### src/hdl/rqeb_pkg.sv
package rqeb_pkg;

  // Table size and result limits.
  localparam int unsigned SLOTS_DEF   = 8;
  localparam int unsigned MAX_RES     = 8;
  localparam int unsigned CNT_W       = $clog2(MAX_RES + 1);
  localparam int unsigned BACKOFF_CAP = 4;
  localparam int unsigned SHIFT_W     = $clog2(BACKOFF_CAP + 1);
  localparam int unsigned BACKOFF_W   = 16 + BACKOFF_CAP;
  localparam int unsigned OCC_W       = 4;
  localparam int unsigned OCC_MAX     = 15;

  // Configuration port.
  localparam int unsigned CFG_IDX_W  = 1;
  localparam int unsigned CFG_DATA_W = 16;
  localparam logic [CFG_IDX_W-1:0] REG_MAX_ATTEMPTS = 1'b0;
  localparam logic [CFG_IDX_W-1:0] REG_BASE_RETRY   = 1'b1;
  localparam logic [7:0]  MAX_ATTEMPTS_RST = 8'd5;
  localparam logic [15:0] BASE_RETRY_RST   = 16'd500;

  typedef enum logic [1:0] {
    FUNC_ENQ    = 2'd0,
    FUNC_SCAN   = 2'd1,
    FUNC_REPORT = 2'd2,
    FUNC_NOP    = 2'd3
  } func_e;

  typedef enum logic [1:0] {
    OUTC_ACCEPTED  = 2'd0,
    OUTC_DUPLICATE = 2'd1,
    OUTC_REJECTED  = 2'd2,
    OUTC_RETRY     = 2'd3
  } outcome_e;

  typedef enum logic [2:0] {
    ST_IDLE,
    ST_WALK,
    ST_READ,
    ST_COMMIT,
    ST_FINISH
  } state_e;

  typedef struct packed {
    logic [1:0]  func;
    logic [3:0]  cmd_type;
    logic [31:0] seq_number;
    logic [31:0] origin_ms;
    logic [31:0] now_ms;
    logic [2:0]  slot_index;
    logic [1:0]  outcome;
  } in_item_t;

  typedef struct packed {
    logic        enq_ok;
    logic        due_valid;
    logic [2:0]  due_slot;
    logic [3:0]  due_type;
    logic [31:0] due_seq;
    logic [31:0] due_origin_ms;
    logic        removed;
    logic        exhausted;
    logic [3:0]  occupancy;
    logic        last;
  } out_item_t;

  // One slot of the command table.
  typedef struct packed {
    logic [3:0]  cmd_type;
    logic [31:0] seq;
    logic [31:0] origin_ms;
    logic [7:0]  tries;
    logic [31:0] next_ms;
  } entry_t;

  typedef struct packed {
    logic start;
    logic step;
    logic read;
    logic commit;
    logic finish;
  } ctrl_cmd_t;

  typedef struct packed {
    logic       walk_end;
    logic       out_free;
    logic [1:0] req_func;
  } ctrl_sts_t;

endpackage

### src/hdl/retry_queue_exponential_backoff.sv
// Channel  Direction  Handshake            Payload
// in       input      in_valid_i/in_stall_o     rqeb_pkg::in_item_t  (in_data_i)
// out      output     out_valid_o/out_stall_i   rqeb_pkg::out_item_t (out_data_o)
// cfg      input      cfg_we_i (no wait)        cfg_idx_i, cfg_wdata_i
//
// An enqueue or a scan walks the slot store through its single read port, one slot a
// cycle while no due result is held back by an output stall; an enqueue then commits.
// A report reads and commits its one slot; a no-operation goes straight to its result.
// Reset empties the table at once and restores the register defaults; no clearing pass.
// The next item is taken while the last result still waits in the output register.
module retry_queue_exponential_backoff #(
  parameter int unsigned SLOTS = rqeb_pkg::SLOTS_DEF
) (
  input  logic                            clk_i,
  input  logic                            rst_ni,
  input  logic                            cfg_we_i,
  input  logic [rqeb_pkg::CFG_IDX_W-1:0]  cfg_idx_i,
  input  logic [rqeb_pkg::CFG_DATA_W-1:0] cfg_wdata_i,
  input  logic                            in_valid_i,
  output logic                            in_stall_o,
  input  rqeb_pkg::in_item_t              in_data_i,
  output logic                            out_valid_o,
  input  logic                            out_stall_i,
  output rqeb_pkg::out_item_t             out_data_o
);
  import rqeb_pkg::*;

  ctrl_cmd_t cmd;
  ctrl_sts_t sts;

  // Sequencer.
  rqeb_ctrl u_ctrl (
    .clk_i      (clk_i),
    .rst_ni     (rst_ni),
    .in_valid_i (in_valid_i),
    .in_func_i  (in_data_i.func),
    .sts_i      (sts),
    .cmd_o      (cmd),
    .in_stall_o (in_stall_o)
  );

  // Slot table, walk and result logic.
  rqeb_datapath #(
    .SLOTS (SLOTS)
  ) u_datapath (
    .clk_i       (clk_i),
    .rst_ni      (rst_ni),
    .cfg_we_i    (cfg_we_i),
    .cfg_idx_i   (cfg_idx_i),
    .cfg_wdata_i (cfg_wdata_i),
    .in_data_i   (in_data_i),
    .cmd_i       (cmd),
    .sts_o       (sts),
    .out_stall_i (out_stall_i),
    .out_valid_o (out_valid_o),
    .out_data_o  (out_data_o)
  );

`ifndef ASSERT_OFF
  // Once a transfer is taken the block works on it and takes no other.
  assert property (@(posedge clk_i) disable iff (!rst_ni)
    (in_valid_i && !in_stall_o) |=> in_stall_o)
    else $error("input taken while an item is in progress");

  // Only a scan gives results that are not the last of their item.
  assert property (@(posedge clk_i) disable iff (!rst_ni)
    (out_valid_o && !out_data_o.last) |-> out_data_o.due_valid)
    else $error("non-final result without a due entry");

  // A due entry carries no enqueue or report flags.
  assert property (@(posedge clk_i) disable iff (!rst_ni)
    (out_valid_o && out_data_o.due_valid) |->
      (!out_data_o.enq_ok && !out_data_o.removed && !out_data_o.exhausted))
    else $error("due entry mixed with other flags");

  // An exhausted entry is always removed.
  assert property (@(posedge clk_i) disable iff (!rst_ni)
    (out_valid_o && out_data_o.exhausted) |-> out_data_o.removed)
    else $error("exhausted without removal");
`endif

endmodule

### src/hdl/rqeb_ctrl.sv
module rqeb_ctrl (
  input  logic                 clk_i,
  input  logic                 rst_ni,
  input  logic                 in_valid_i,
  input  logic [1:0]           in_func_i,
  input  rqeb_pkg::ctrl_sts_t  sts_i,
  output rqeb_pkg::ctrl_cmd_t  cmd_o,
  output logic                 in_stall_o
);
  import rqeb_pkg::*;

  state_e state_q, state_d;

  // State register.
  always_ff @(posedge clk_i or negedge rst_ni) begin
    if (!rst_ni) begin
      state_q <= ST_IDLE;
    end else begin
      state_q <= state_d;
    end
  end

  // Next state.
  always_comb begin
    state_d = state_q;
    case (state_q)
      ST_IDLE: begin
        if (in_valid_i) begin
          case (in_func_i)
            FUNC_ENQ:    state_d = ST_WALK;
            FUNC_SCAN:   state_d = ST_WALK;
            FUNC_REPORT: state_d = ST_READ;
            default:     state_d = ST_FINISH;
          endcase
        end
      end
      ST_WALK: begin
        if (sts_i.walk_end) begin
          state_d = (sts_i.req_func == FUNC_ENQ) ? ST_COMMIT : ST_FINISH;
        end
      end
      ST_READ:   state_d = ST_COMMIT;
      ST_COMMIT: state_d = ST_FINISH;
      ST_FINISH: begin
        if (sts_i.out_free) begin
          state_d = ST_IDLE;
        end
      end
      default:   state_d = ST_IDLE;
    endcase
  end

  // Commands to the datapath.
  always_comb begin
    cmd_o      = '0;
    in_stall_o = 1'b1;
    case (state_q)
      ST_IDLE: begin
        in_stall_o = 1'b0;
        cmd_o.start = in_valid_i;
      end
      ST_WALK:   cmd_o.step   = 1'b1;
      ST_READ:   cmd_o.read   = 1'b1;
      ST_COMMIT: cmd_o.commit = 1'b1;
      ST_FINISH: cmd_o.finish = 1'b1;
      default:   cmd_o = '0;
    endcase
  end

endmodule

### src/hdl/rqeb_datapath.sv
module rqeb_datapath #(
  parameter int unsigned SLOTS = rqeb_pkg::SLOTS_DEF
) (
  input  logic                               clk_i,
  input  logic                               rst_ni,
  input  logic                               cfg_we_i,
  input  logic [rqeb_pkg::CFG_IDX_W-1:0]     cfg_idx_i,
  input  logic [rqeb_pkg::CFG_DATA_W-1:0]    cfg_wdata_i,
  input  rqeb_pkg::in_item_t                 in_data_i,
  input  rqeb_pkg::ctrl_cmd_t                cmd_i,
  output rqeb_pkg::ctrl_sts_t                sts_o,
  input  logic                               out_stall_i,
  output logic                               out_valid_o,
  output rqeb_pkg::out_item_t                out_data_o
);
  import rqeb_pkg::*;

  localparam int unsigned AW = (SLOTS > 1) ? $clog2(SLOTS) : 1;
  localparam int unsigned CW = $clog2(SLOTS + 1);
  localparam int unsigned IW = (CW > 3) ? CW : 3;
  localparam logic [CW-1:0] SLOTS_C = CW'(SLOTS);

  // Configuration registers.
  logic [7:0]  max_att_q;
  logic [15:0] base_q;

  // Request and table state.
  in_item_t         req_q;
  logic [SLOTS-1:0] busy_q;
  logic [CW-1:0]    occ_q;
  entry_t           slot_mem_q [SLOTS];

  // Walk pipeline: pointer, registered read data and its slot.
  logic [CW-1:0] ptr_q;
  entry_t        ent_q;
  logic [AW-1:0] eidx_q;
  logic          evalid_q;
  logic          rep_ok_q;

  // Per-item results.
  logic             dup_q;
  logic             free_found_q;
  logic [AW-1:0]    free_idx_q;
  logic [CNT_W-1:0] cnt_q;
  logic             pend_valid_q;
  entry_t           pend_q;
  logic [AW-1:0]    pend_idx_q;
  logic             removed_q;
  logic             exhausted_q;

  // Output register.
  logic      out_valid_q, out_valid_d;
  out_item_t out_q;

  logic                 is_enq, is_scan, cur_busy;
  logic                 due_hit, out_free, blocked, step_go, rd_en;
  logic                 mid_push, fin_push, push, walk_end;
  logic [IW-1:0]        idx_w;
  logic                 in_range;
  logic [7:0]           tries_new;
  logic [SHIFT_W-1:0]   sh;
  logic [BACKOFF_W-1:0] backoff;
  logic [31:0]          next_ms;
  logic                 rep_hit, rep_retry, rep_exh, rep_remove, enq_write;
  logic                 wr_en;
  logic [AW-1:0]        wr_addr;
  entry_t               wr_data;
  logic [OCC_W-1:0]     occ_out;
  out_item_t            res;

  // Decode and walk control.
  always_comb begin
    is_enq   = (req_q.func == FUNC_ENQ);
    is_scan  = (req_q.func == FUNC_SCAN);
    cur_busy = busy_q[eidx_q];
    out_free = !out_valid_q || !out_stall_i;
    due_hit  = cmd_i.step && evalid_q && is_scan && cur_busy &&
               (req_q.now_ms >= ent_q.next_ms) && (cnt_q != CNT_W'(MAX_RES));
    blocked  = due_hit && pend_valid_q && !out_free;
    step_go  = cmd_i.step && !blocked;
    rd_en    = cmd_i.read || (step_go && (ptr_q < SLOTS_C));
    mid_push = due_hit && pend_valid_q && out_free;
    fin_push = cmd_i.finish && out_free;
    push     = mid_push || fin_push;
    walk_end = (!evalid_q && (ptr_q == SLOTS_C)) ||
               (is_scan && (cnt_q == CNT_W'(MAX_RES)));
    idx_w    = IW'(in_data_i.slot_index);
    in_range = (idx_w < IW'(SLOTS));
  end

  // Report outcome: attempt count and backoff time.
  always_comb begin
    tries_new  = ent_q.tries + 8'd1;
    sh         = (tries_new > 8'(BACKOFF_CAP)) ? SHIFT_W'(BACKOFF_CAP)
                                               : SHIFT_W'(tries_new);
    backoff    = BACKOFF_W'(base_q) << sh;
    next_ms    = req_q.now_ms + 32'(backoff);
    rep_hit    = rep_ok_q && (req_q.func == FUNC_REPORT) && busy_q[eidx_q];
    rep_retry  = (req_q.outcome == OUTC_RETRY);
    rep_exh    = rep_retry && (tries_new >= max_att_q);
    rep_remove = rep_hit && (!rep_retry || rep_exh);
    enq_write  = is_enq && !dup_q && free_found_q;
  end

  // Slot store write port.
  always_comb begin
    wr_en   = 1'b0;
    wr_addr = free_idx_q;
    wr_data = ent_q;
    if (cmd_i.commit) begin
      if (enq_write) begin
        wr_en             = 1'b1;
        wr_addr           = free_idx_q;
        wr_data.cmd_type  = req_q.cmd_type;
        wr_data.seq       = req_q.seq_number;
        wr_data.origin_ms = req_q.origin_ms;
        wr_data.tries     = 8'd0;
        wr_data.next_ms   = req_q.now_ms;
      end else if (rep_hit && !rep_remove) begin
        wr_en           = 1'b1;
        wr_addr         = eidx_q;
        wr_data.tries   = tries_new;
        wr_data.next_ms = next_ms;
      end
    end
  end

  // Slot store, registered read.
  always_ff @(posedge clk_i) begin
    if (wr_en) begin
      slot_mem_q[wr_addr] <= wr_data;
    end
  end

  always_ff @(posedge clk_i) begin
    if (rd_en) begin
      ent_q  <= slot_mem_q[ptr_q[AW-1:0]];
      eidx_q <= ptr_q[AW-1:0];
    end
  end

  // Configuration writes.
  always_ff @(posedge clk_i or negedge rst_ni) begin
    if (!rst_ni) begin
      max_att_q <= MAX_ATTEMPTS_RST;
      base_q    <= BASE_RETRY_RST;
    end else if (cfg_we_i) begin
      if (cfg_idx_i == REG_MAX_ATTEMPTS) begin
        max_att_q <= cfg_wdata_i[7:0];
      end
      if (cfg_idx_i == REG_BASE_RETRY) begin
        base_q <= cfg_wdata_i[15:0];
      end
    end
  end

  // Occupancy flags and count.
  always_ff @(posedge clk_i or negedge rst_ni) begin
    if (!rst_ni) begin
      busy_q <= '0;
      occ_q  <= '0;
    end else if (cmd_i.commit) begin
      if (enq_write) begin
        busy_q[free_idx_q] <= 1'b1;
        occ_q              <= occ_q + CW'(1);
      end else if (rep_remove) begin
        busy_q[eidx_q] <= 1'b0;
        occ_q          <= occ_q - CW'(1);
      end
    end
  end

  // Request capture and walk pointer.
  always_ff @(posedge clk_i or negedge rst_ni) begin
    if (!rst_ni) begin
      ptr_q    <= '0;
      evalid_q <= 1'b0;
      rep_ok_q <= 1'b0;
    end else if (cmd_i.start) begin
      ptr_q    <= ((in_data_i.func == FUNC_REPORT) && in_range) ? CW'(idx_w) : '0;
      evalid_q <= 1'b0;
      rep_ok_q <= in_range;
    end else if (step_go) begin
      evalid_q <= (ptr_q < SLOTS_C);
      if (ptr_q < SLOTS_C) begin
        ptr_q <= ptr_q + CW'(1);
      end
    end
  end

  always_ff @(posedge clk_i) begin
    if (cmd_i.start) begin
      req_q <= in_data_i;
    end
  end

  // Walk evaluation: duplicate and free slot search, due entries.
  always_ff @(posedge clk_i or negedge rst_ni) begin
    if (!rst_ni) begin
      dup_q        <= 1'b0;
      free_found_q <= 1'b0;
      cnt_q        <= '0;
      pend_valid_q <= 1'b0;
      removed_q    <= 1'b0;
      exhausted_q  <= 1'b0;
    end else if (cmd_i.start) begin
      dup_q        <= 1'b0;
      free_found_q <= 1'b0;
      cnt_q        <= '0;
      pend_valid_q <= 1'b0;
      removed_q    <= 1'b0;
      exhausted_q  <= 1'b0;
    end else begin
      if (step_go && evalid_q && is_enq) begin
        if (cur_busy && (ent_q.seq == req_q.seq_number)) begin
          dup_q <= 1'b1;
        end
        if (!cur_busy && !free_found_q) begin
          free_found_q <= 1'b1;
        end
      end
      if (due_hit && !blocked) begin
        pend_valid_q <= 1'b1;
        cnt_q        <= cnt_q + CNT_W'(1);
      end
      if (cmd_i.commit && rep_remove) begin
        removed_q   <= 1'b1;
        exhausted_q <= rep_exh;
      end
    end
  end

  // Payload of the walk results.
  always_ff @(posedge clk_i) begin
    if (step_go && evalid_q && is_enq && !cur_busy && !free_found_q) begin
      free_idx_q <= eidx_q;
    end
    if (due_hit && !blocked) begin
      pend_q     <= ent_q;
      pend_idx_q <= eidx_q;
    end
  end

  // Result formation.
  always_comb begin
    occ_out = (32'(occ_q) > OCC_MAX) ? OCC_W'(OCC_MAX) : OCC_W'(occ_q);
    res           = '0;
    res.occupancy = occ_out;
    if (mid_push) begin
      res.due_valid     = 1'b1;
      res.due_slot      = 3'(pend_idx_q);
      res.due_type      = pend_q.cmd_type;
      res.due_seq       = pend_q.seq;
      res.due_origin_ms = pend_q.origin_ms;
    end else begin
      res.last = 1'b1;
      case (req_q.func)
        FUNC_ENQ: res.enq_ok = dup_q || free_found_q;
        FUNC_SCAN: begin
          if (pend_valid_q) begin
            res.due_valid     = 1'b1;
            res.due_slot      = 3'(pend_idx_q);
            res.due_type      = pend_q.cmd_type;
            res.due_seq       = pend_q.seq;
            res.due_origin_ms = pend_q.origin_ms;
          end
        end
        FUNC_REPORT: begin
          res.removed   = removed_q;
          res.exhausted = exhausted_q;
        end
        default: res.last = 1'b1;
      endcase
    end
  end

  // Output register: a result waits here while the walk goes on.
  always_comb begin
    if (push) begin
      out_valid_d = 1'b1;
    end else if (out_stall_i) begin
      out_valid_d = out_valid_q;
    end else begin
      out_valid_d = 1'b0;
    end
  end

  always_ff @(posedge clk_i or negedge rst_ni) begin
    if (!rst_ni) begin
      out_valid_q <= 1'b0;
    end else begin
      out_valid_q <= out_valid_d;
    end
  end

  always_ff @(posedge clk_i) begin
    if (push) begin
      out_q <= res;
    end
  end

  assign out_valid_o     = out_valid_q;
  assign out_data_o      = out_q;
  assign sts_o.walk_end  = walk_end;
  assign sts_o.out_free  = out_free;
  assign sts_o.req_func  = req_q.func;

endmodule

### config.mk
export PLATFORM = sky130hd
export DESIGN_NAME = retry_queue_exponential_backoff
export DESIGN_NICKNAME = d
export VERILOG_FILES = /design/src/hdl/rqeb_pkg.sv /design/src/hdl/retry_queue_exponential_backoff.sv /design/src/hdl/rqeb_ctrl.sv /design/src/hdl/rqeb_datapath.sv
export SDC_FILE = /design/constraint.sdc
export NUM_CORES = 1
export LEC_CHECK = 0
export ABC_AREA = 1
export BUFFER_PORTS_ARGS = -buffer_cell sky130_fd_sc_hd__buf_2
export CORE_MARGIN = 5
export CORE_UTILIZATION = 32
export DETAILED_ROUTE_END_ITERATION = 8
export HOLD_SLACK_MARGIN = 0.05
export PLACE_DENSITY_LB_ADDON = 0.3
export SKIP_CTS_REPAIR_TIMING = 1
export SLEW_MARGIN = 20
export SYNTH_ARGS = -nofsm -noshare
export SYNTH_HDL_FRONTEND = slang
export SYNTH_SLANG_ARGS = --single-unit
### constraint.sdc
create_clock -name clk_i -period 7.95 [get_ports clk_i]
set_input_delay 1.59 -clock clk_i [delete_from_list [all_inputs] [get_ports clk_i]]
set_output_delay 1.59 -clock clk_i [all_outputs]
set_load 0.005 [all_outputs]
Word-level counts from Yosys, hierarchy flattened
Memory sizes are Yosys's and may differ from the RTL's. A register that Yosys moved wholly into a read port is not among the register bits.
Cells that the tools add are included.
{"block": "word_totals", "ff_bits": 316, "n_memories": 1, "mem_bits_rw": 864, "romBits": 0, "latchBits": 0}
{"block": "classes", "n_mux": 61, "magnitude_cmp": 8, "shift": 1, "bitwise_logic": 6, "div": 0, "n_reduce_logical": 67, "add_sub_neg": 6, "n_eq_ne": 17, "n_mul": 0}
{"name": "u_datapath.slot_mem_q", "depth": 8, "word_bits": 108, "rd": 1, "rd_clocked_by_memory_dff": 1, "wr": 1, "line": "rqeb_datapath.sv:31", "text": "entry_t slot_mem_q [SLOTS];"}
{"cell": "$mux 72", "count": 2}
{"cell": "$mux 108", "count": 1}
{"cell": "$mux 40", "count": 2}
{"cell": "$mux 71", "count": 1}
{"cell": "$mux 68", "count": 1}
{"cell": "$add 32x20->32", "count": 1}
{"cell": "$eq 32x32->1", "count": 1}
{"cell": "$ge 32x32->1", "count": 1}
{"cell": "$mux 1", "count": 31}
{"cell": "$logic_and 1x1->1", "count": 30}
{"cell": "$mux 4", "count": 7}
{"cell": "$mux 3", "count": 9}
{"cell": "$shl 16x3->20", "count": 1}
{"cell": "$mux 8", "count": 2}
{"cell": "$reduce_bool 2->1", "count": 8}
{"cell": "$pmux 3 s5", "count": 1}
{"cell": "$add 4x1->4 const B", "count": 3}
{"cell": "$reduce_and 2->1", "count": 6}
{"cell": "$logic_not 1->1", "count": 10}
{"cell": "$add 8x1->8 const B", "count": 1}
{"cell": "$and 8x8->8", "count": 1}
{"cell": "$eq 4x4->1 const B", "count": 2}
{"cell": "$ge 8x8->1", "count": 1}
{"cell": "$gt 8x3->1 const B", "count": 1}
{"cell": "23 further kinds", "count": 42}

Depth between registers and ports, before layout
Gate-level depths: netlist of run 1.
{"block": "logic_depth", "ltp_word": 15, "depth_mapped": 29, "ltp_nobuf": 27}

Modules after synthesis
Synthesis of run 1 repeated with hierarchy kept, for this count alone.
{"block": "hier_totals", "hier_cells": 4452, "hier_area_um2": 53646.5}
{"module": "rqeb_datapath", "seq_area_each_um2": 38336.8, "area_each_um2": 53373.7, "instances": 1, "cells_each": 4404}
{"module": "rqeb_ctrl", "seq_area_each_um2": 75.1, "area_each_um2": 272.8, "instances": 1, "cells_each": 48}

Least setup slack after synthesis of run 1
Ideal clock, no wire load.
{"block": "synth_timing", "kind": "input to register", "from": "in in_valid_i", "to": "reg u_datapath.cnt_q[0]", "setup_time_ps": 134, "path_stages": 6, "setup_slack_ps": 646, "path_buffers": 1, "t_arrival_ps": 7170, "required_time_ps": 7816, "cell_sequence": "inv_1 nor2_1 inv_1 clkbuf_1 nand3_1 o21ai_0"}
{"item": "start, declared", "line": "retry_queue_exponential_backoff.sv:19", "text": "input logic in_valid_i,"}
{"item": "end signal, assigned", "line": "rqeb_datapath.sv:224", "text": "cnt_q <= cnt_q + CNT_W'(1);"}
{"item": "end, declared", "line": "rqeb_datapath.sv:44", "text": "logic [CNT_W-1:0] cnt_q;"}

==> impl_results.md, run 1 <==
- Status: complete, no violations
- Syn Area/Cell: 11.9 sq um
- Slowest-stage cell, CP: edfxtp_1
- EDFF count, synth: 1,233
- Max frequency: 203 MHz
- Core area: 0.165 sq mm
- Critical path peak fanout: 17
- Switch Pwr: 0.00767 W
- Top_reg_cell synth: edfxtp_1
- Worst Setup End Kind: flip-flop
- Final Cycle Share: 61.9%
- WL/cell: 20.6 um
- Multi-input logic area: 0.0133 sq mm
- Max Slew Vio Count: 0
- Sequential element share of the synthesized area: 72.0%
- Register-to-register setup slack: 3.03 ns
- Max_slew headroom: 27.6%
- Final nets: 4,836
- Vias in the first global route: 33,500
- Reg power frac: 44.1%
- CP arrival: 5.37 ns
- RD Place Congestion: 0.836
- Worst ir drop on vdd: 0.000258 V
- Sum Neg Setup Slack: 0 ns
- HPWL after detailed placement: 81,900 um
- Gr usage total: 16.0%
- Fin. Hold Viols: 0
- Final Power: 0.0222 W
- Initial antenna violation count: 0
- Total wire length: 143,000 um
- FILL cells: 15,900
- DR pass1 iterations: 6
- CTS clk-pin slew, worst paths: 0.06 ns
- Fraction of registers with async set/reset: 4.27%
- Clk sinks: 1,288
- Starting DRC count in detailed routing: 3,172
- DIE AREA: 0.175 sq mm
- Area delta synth->final: 14.8%
- Net count after synthesis: 4,669
- Mapped cell area: 0.0533 sq mm
- Ranking of synthesized cells by area: edfxtp_1 (69%), nor2_1 (6.5%), o21ai_0 (4.9%), nand2_1 (4.4%), dfrtp_1 (2.2%)
- Crit-path cells: ha_1 -> nand3_1 -> nor2_1 -> xor2_1 -> inv_2 -> nand3_4 -> inv_2 -> nand2_2 -> inv_2 -> nand3_1 -> o21ai_1 -> ha_1 -> a21oi_1 -> o21ai_0 -> a21o_1 -> nand2_1 -> nand2_1 -> nand2_1 -> nand2_1 -> nand3_1 -> nand3_1 -> o21ai_0 -> nand2_1
- RSZ-0062 raised after global routing: no
- Via count: 34,300
- Worst slew pin tran: 1.08 ns
- Critical Path Start: u_datapath.ent_q[32]
- Synth Warn #: 0
- Min-delay src: u_datapath.ent_q[66]
- Flops & latches, synth: 1,288
- Post-synthesis compound-gate area fraction: 8.85%
- Mapped Cells: 4,472
- Max cap viols: 0
- Clock power frac: 28.7%
- Hold_ws: 0.437 ns
- Total CTS buffers: 141
- Switch share: 34.6%
- Layout cells sized above 1: 11.4%
- H-tree levels: 4
- Io pins: 211
- Die X: 418 um
- Post-synthesis xor/xnor area fraction: 0.837%
- Die Y: 418 um
- Critical Path Max Stage Delay: 0.66 ns
- Most common cell on crit path: nand2_1
- Vias per cell: 4.94
- Startpoint types: flip-flop
- Port Buffers: 210
- Largest family of logic cells by synthesized area: simple AND/OR/NAND/NOR gates
- Minimum clock period: 4.92 ns
- CTS tree: yes
- Synth Area in Simple Gates: 13.3%
- Largest net degree at the start of global routing: 204
- Post-synth top area cell: edfxtp_1
- Int Pwr: 0.0145 W
- DRC Markers: 0
- Synth top cells by count: edfxtp_1 (1,233), nor2_1 (918), nand2_1 (622), o21ai_0 (526), inv_1 (181)
- Storage element area: 0.0384 sq mm
- Worst Hold Class: flip-flop to flip-flop
- Mux contribution to synthesized area: 0.148%
- ANT cells: 0
- Comb power frac: 27.2%
- Clk_lat worst skew: 0.77 ns
- Top cell type's share of synthesized area: 69.4%
- Worst EP required: 8.40 ns
- Synth unique cells: 50
- CTS Buffer Depth: 3
- Setup violators final: 0
- PD cells: 362 mW/mm^2
- Rows: 149
- CTS root buffer: clkbuf_16
- Antenna viol nets, final: 0
- Setup CP Type: flip-flop to flip-flop
- Final Skew: 0.0376 ns
- Lkg Pwr: 21.4 nW
- GR Overflow Total: 0
- Reg-to-Reg Start: u_datapath.ent_q[32]
- Most frequent cell after synthesis: edfxtp_1
- Initial core utilization: 32.3%
- Global-route wire length before repair: 214,000 um
- Synth Area in Adders: 1.62%
worst max-delay path: cells and delay by family, from the launching register on:
kind	cells	cell delay [ns]
and+or+nand+nor	12	1.67
AOI/OAI and AO/OA	5	0.92
adders and majority gates	2	0.67
DFF	1	0.66
buffers and inverters	3	0.37
xor gates and xnor gates	1	0.30
layer usage:
| metal | track usage (%) | wire (um) | part of all wire [%] |
|---|---|---|---|
| met1 | 21.7 | 64300 | 45 |
| met4 | 4.51 | 3510 | 2.5 |
| met2 | 26.8 | 68800 | 48 |
| met3 | 2.50 | 6540 | 4.6 |
| met5 | 0 | 0 | 0 |
sequential cells by signal, summed over array words and instances (netlist names), 2 cells and up:
signal	count
u_datapath.occ_out	4
u_datapath.sts_o	2
u_datapath.ent_q	108
u_datapath.base_q	16
u_datapath.slot_mem_q	864
u_ctrl.state_q	3
u_datapath.pend_idx_q	3
u_datapath.eidx_q	3
u_datapath.free_idx_q	3
u_datapath.out_data_o	80
u_datapath.busy_q	8
u_datapath.max_att_q	8
u_datapath.cnt_q	4
u_datapath.ptr_q	4
u_datapath.req_q	102
u_datapath.pend_q	68
cells in the final DEF, fill, tap and decap left out, drive strengths merged, types with 18 or more instances in the layout:
| cell | netlist | layout |
|---|---|---|
| o21ai | 535 | 535 |
| nand3 | 122 | 122 |
| nand2 | 638 | 638 |
| nor3 | 21 | 21 |
| nor2 | 925 | 925 |
| edfxtp | 1233 | 1233 |
| o22ai | 123 | 123 |
| o211ai | 18 | 18 |
| buf | 55 | 256 |
| clkbuf | 177 | 183 |
| xor2 | 37 | 37 |
| a21oi | 66 | 66 |
| dfrtp | 47 | 47 |
| a31oi | 109 | 109 |
| inv | 194 | 200 |
| clkinv | 0 | 55 |
| ha | 66 | 66 |
| nand4 | 37 | 37 |
worst paths after layout:
path | endpoint | cells past startpoint
worst max-delay path | u_datapath.slot_mem_q[0][31] | 23
worst min-delay path | u_datapath.pend_q[66] | 0
worst max register to register | u_datapath.slot_mem_q[0][31] | 23
worst min register to register | u_datapath.pend_q[66] | 0
max in group asynchronous | u_datapath.ptr_q[1] | 2
min in group asynchronous | u_datapath.base_q[14] | 2
power groups by stage:
stage / logic, W / clock network (W) / registers [W]
after floorplan: 0.00415 / 0 / 0.00963
after global placement: 0.00601 / 0 / 0.00991
after global routing: 0.00678 / 0.00680 / 0.00984
after detailed placement: 0.00607 / 0 / 0.00991
final: 0.00603 / 0.00635 / 0.00978
after CTS: 0.00610 / 0.00651 / 0.00978
area by class of cell:
cell class	count	area share, %
Clock buffer	183	6.27
Timing Repair Buffer	256	2.46
Sequential cell	1288	62.7
Multi-Input combinational cell	2758	21.7
Inverter	194	1.23
Tap cell	2189	4.47
Clock inverter	72	1.07
cell families (layout without fill, tap and decap cells):
group                      Yosys count  in the layout
DFF                               1288           1288
buffers and inverters              426            705
and+or+nand+nor                   1765           1765
adders and majority gates           68             68
muxes                                7              7
xor gates and xnor gates            51             51
AOI/OAI and AO/OA                  867            867
metrics by stage:
step | std cells | utilization (%) | worst slack [ns] | instance area (sq um)
after detailed placement | 6685 | 34.3 | 3.06 | 56700
after CTS | 6940 | 37.0 | 3.02 | 61200
after global routing | 6940 | 37.0 | 2.55 | 61200
after global placement | 6684 | 34.3 | 3.08 | 56700
final | 6940 | 37.0 | 3.03 | 61200
after floorplan | 4472 | - | 0.646 | 53300
No activity file was read; power rests on OpenSTA's default activity.
==> inputs of run 2 (changes only) <==
clock period = 4.85 ns   (was 7.95 ns; I/O delays follow)
==> run 2 against run 1 <==
  * Global-route usage barely moved
  * Clock power is 73% higher
  * Design area rose by 1.6%
  * First-iteration DRC count down 8.6%
  * Sequential cell count unchanged
  * Setup slack worse by 2.6 ns
  * Register-to-register slack lost 2.6 ns
  * Clock-buffer cell count rose by 3
  * Critical endpoint is now u_datapath.slot_mem_q[5][31]
==> impl_results.md, run 2 (same netlist as run 1, synthesis figures left out) <==
- Status: complete, no violations
- Initial antenna violation count: 4
- Rows: 149
- Worst EP required: 5.30 ns
- CP endpoint: u_datapath.slot_mem_q[5][31]
- Setup CP Type: flip-flop to flip-flop
- Die X: 418 um
- Commonest cells after routing, fill and taps aside: edfxtp_1 (1,233), nor2_1 (906), nand2_1 (620)
- Fin. Hold Viols: 0
- Via count: 34,500
- WL/cell: 20.5 um
- Vias per cell: 4.93
- Final Skew: 0.0621 ns
- Final nets: 4,883
- Worst Hold Class: input port to flip-flop
- Reg-to-Reg Start: u_datapath.ent_q[32]
- Max frequency: 226 MHz
- GR Overflow Total: 0
- Die Y: 418 um
- Initial core utilization: 32.3%
- DIE AREA: 0.175 sq mm
- Port Buffers: 210
- CTS clk-pin slew, worst paths: 0.06 ns
- Critical path peak fanout: 19
- Metal2 WL: 68,700 um
- Max_slew headroom: 29.7%
- RR Endpoint: u_datapath.slot_mem_q[5][31]
- Final Power: 0.0369 W
- CTS tree: yes
- Lkg Pwr: 21.8 nW
- Hold_ws: 0.346 ns
- Final Cycle Share: 91.3%
- Setup violators final: 0
- RD Place Congestion: 0.848
- Startpoint types: flip-flop
- HPWL after detailed placement: 82,600 um
- DRC Markers: 0
- Most common cell after layout, fill and taps aside: edfxtp_1
- Worst Setup End Kind: flip-flop
- DR pass1 iterations: 5
- Layout cells sized above 1: 12.5%
- Gr usage total: 16.0%
- Worst R2R Path Depth: 23
- Critical Path Start: u_datapath.ent_q[32]
- Clk sinks: 1,288
- CP arrival: 4.88 ns
- M1 wire length: 63,400 um
- Antenna viol nets, final: 0
- RSZ-0062 raised after global routing: no
- Io pins: 211
- Max cap viols: 0
- H-tree levels: 4
- CTS root buffer: clkbuf_16
- Total wire length: 144,000 um
- Vias in the first global route: 33,900
- Global-route wire length before repair: 213,000 um
- Reg with most FFs: u_datapath.slot_mem_q
- Minimum clock period: 4.43 ns
- Starting DRC count in detailed routing: 2,899
- Area delta synth->final: 16.6%
- Max reg flops: 864
- Worst slew pin tran: 1.04 ns
- Register-to-register setup slack: 0.42 ns
- Fin area: 0.0622 sq mm
- Sum Neg Setup Slack: 0 ns
- CTS Buffer Depth: 3
- Metal3 WL: 7250 um
- Dpl cell area: 0.0573 sq mm
- Total CTS buffers: 146
- Largest net degree at the start of global routing: 187
- Max Slew Vio Count: 0
- PD cells: 593 mW/mm^2
- Core area: 0.165 sq mm
- Top layer in use: met4
- Clk_lat worst skew: 0.80 ns
- Worst ir drop on vdd: 0.000479 V
- Largest regs: u_datapath.slot_mem_q: 864 flops, u_datapath.ent_q: 108 flops, u_datapath.req_q: 102 flops
[run 2: changes by cell type in the layout (fill, tap and decap cells not counted), moves of 3 or more]
cell / previous run / this run
buf_12: 9 / 33
buf_4: 37 / 55
bufinv_16: 8 / 12
clkbuf_1: 31 / 37
clkbuf_16: 145 / 148
clkbuf_8: 7 / 1
clkinv_1: 28 / 18
clkinv_16: 1 / 8
clkinv_2: 21 / 26
clkinv_4: 1 / 4
inv_6: 7 / 10
[run 2: cell type report]
class                   count  area (sq um)
repair buffers            298          2120
flip-flops and latches   1288         38400
fillers                 15900        103000
clock inverters            77           960
inverters                 194           757
multi-input cells        2758         13300
clock buffers             186          3860
diodes                      2          5.00
well taps                2189          2740
[run 2: where the power goes]
group          leakage (nW)  total, W  internal (W)  switching [W]
Clock                  2.34    0.0110       0.00636        0.00460
Sequential             11.9    0.0159        0.0150       0.000850
Combinational          7.60    0.0100       0.00280        0.00721
Total                  21.8    0.0369        0.0242         0.0127
[run 2: routing by layer]
layer	up-vias	global-route usage, %
met5	-	0
met2	851	26.9
met1	17100	21.0
li1	16300	-
met4	0	5.47
met3	225	2.96
[run 2: worst max-delay path, stage by stage (launching register included)]
cell	delay, ns
edfxtp_1	0.46
ha_1	0.24
nand3_1	0.11
xor2_1	0.21
nor3_4	0.22
nand3_4	0.16
inv_2	0.12
nand2_4	0.17
inv_6	0.20
nand3_1	0.11
nand3_1	0.09
o21ai_1	0.09
ha_1	0.38
a21oi_2	0.22
o21ai_1	0.10
a21o_1	0.22
nand2_1	0.08
nand2_1	0.09
nand2_1	0.13
nand2_1	0.16
nand3_1	0.11
nand3_1	0.06
o21ai_0	0.17
nand2_1	0.19
[run 2: worst min-delay path by stage]
stage	startpoint	end	slack [ns]	cells past startpoint
after floorplan	u_datapath.rep_ok_q	u_datapath.rep_ok_q	0.42	2
after global placement	u_datapath.ent_q[50]	u_datapath.pend_q[50]	0.43	0
after detailed placement	u_datapath.ent_q[66]	u_datapath.pend_q[66]	0.43	0
after CTS	in_data_i[80]	u_datapath.req_q[80]	0.27	1
after global routing	in_data_i[81]	u_datapath.req_q[81]	0.30	1
final	in_data_i[80]	u_datapath.req_q[80]	0.35	1
[run 2: through the flow]
| step | util, % | worst slack, ns | cells |
|---|---|---|---|
| 4_1_cts | 37.6 | 0.222 | 6983 |
| 6_report | 37.6 | 0.421 | 6992 |
| 3_3_place_gp | 34.6 | 0.320 | 6720 |
| 2_1_floorplan | - | -0.570 | 4472 |
| 5_1_grt | 37.6 | 0.0452 | 6991 |
| 3_5_place_dp | 34.6 | 0.216 | 6720 |
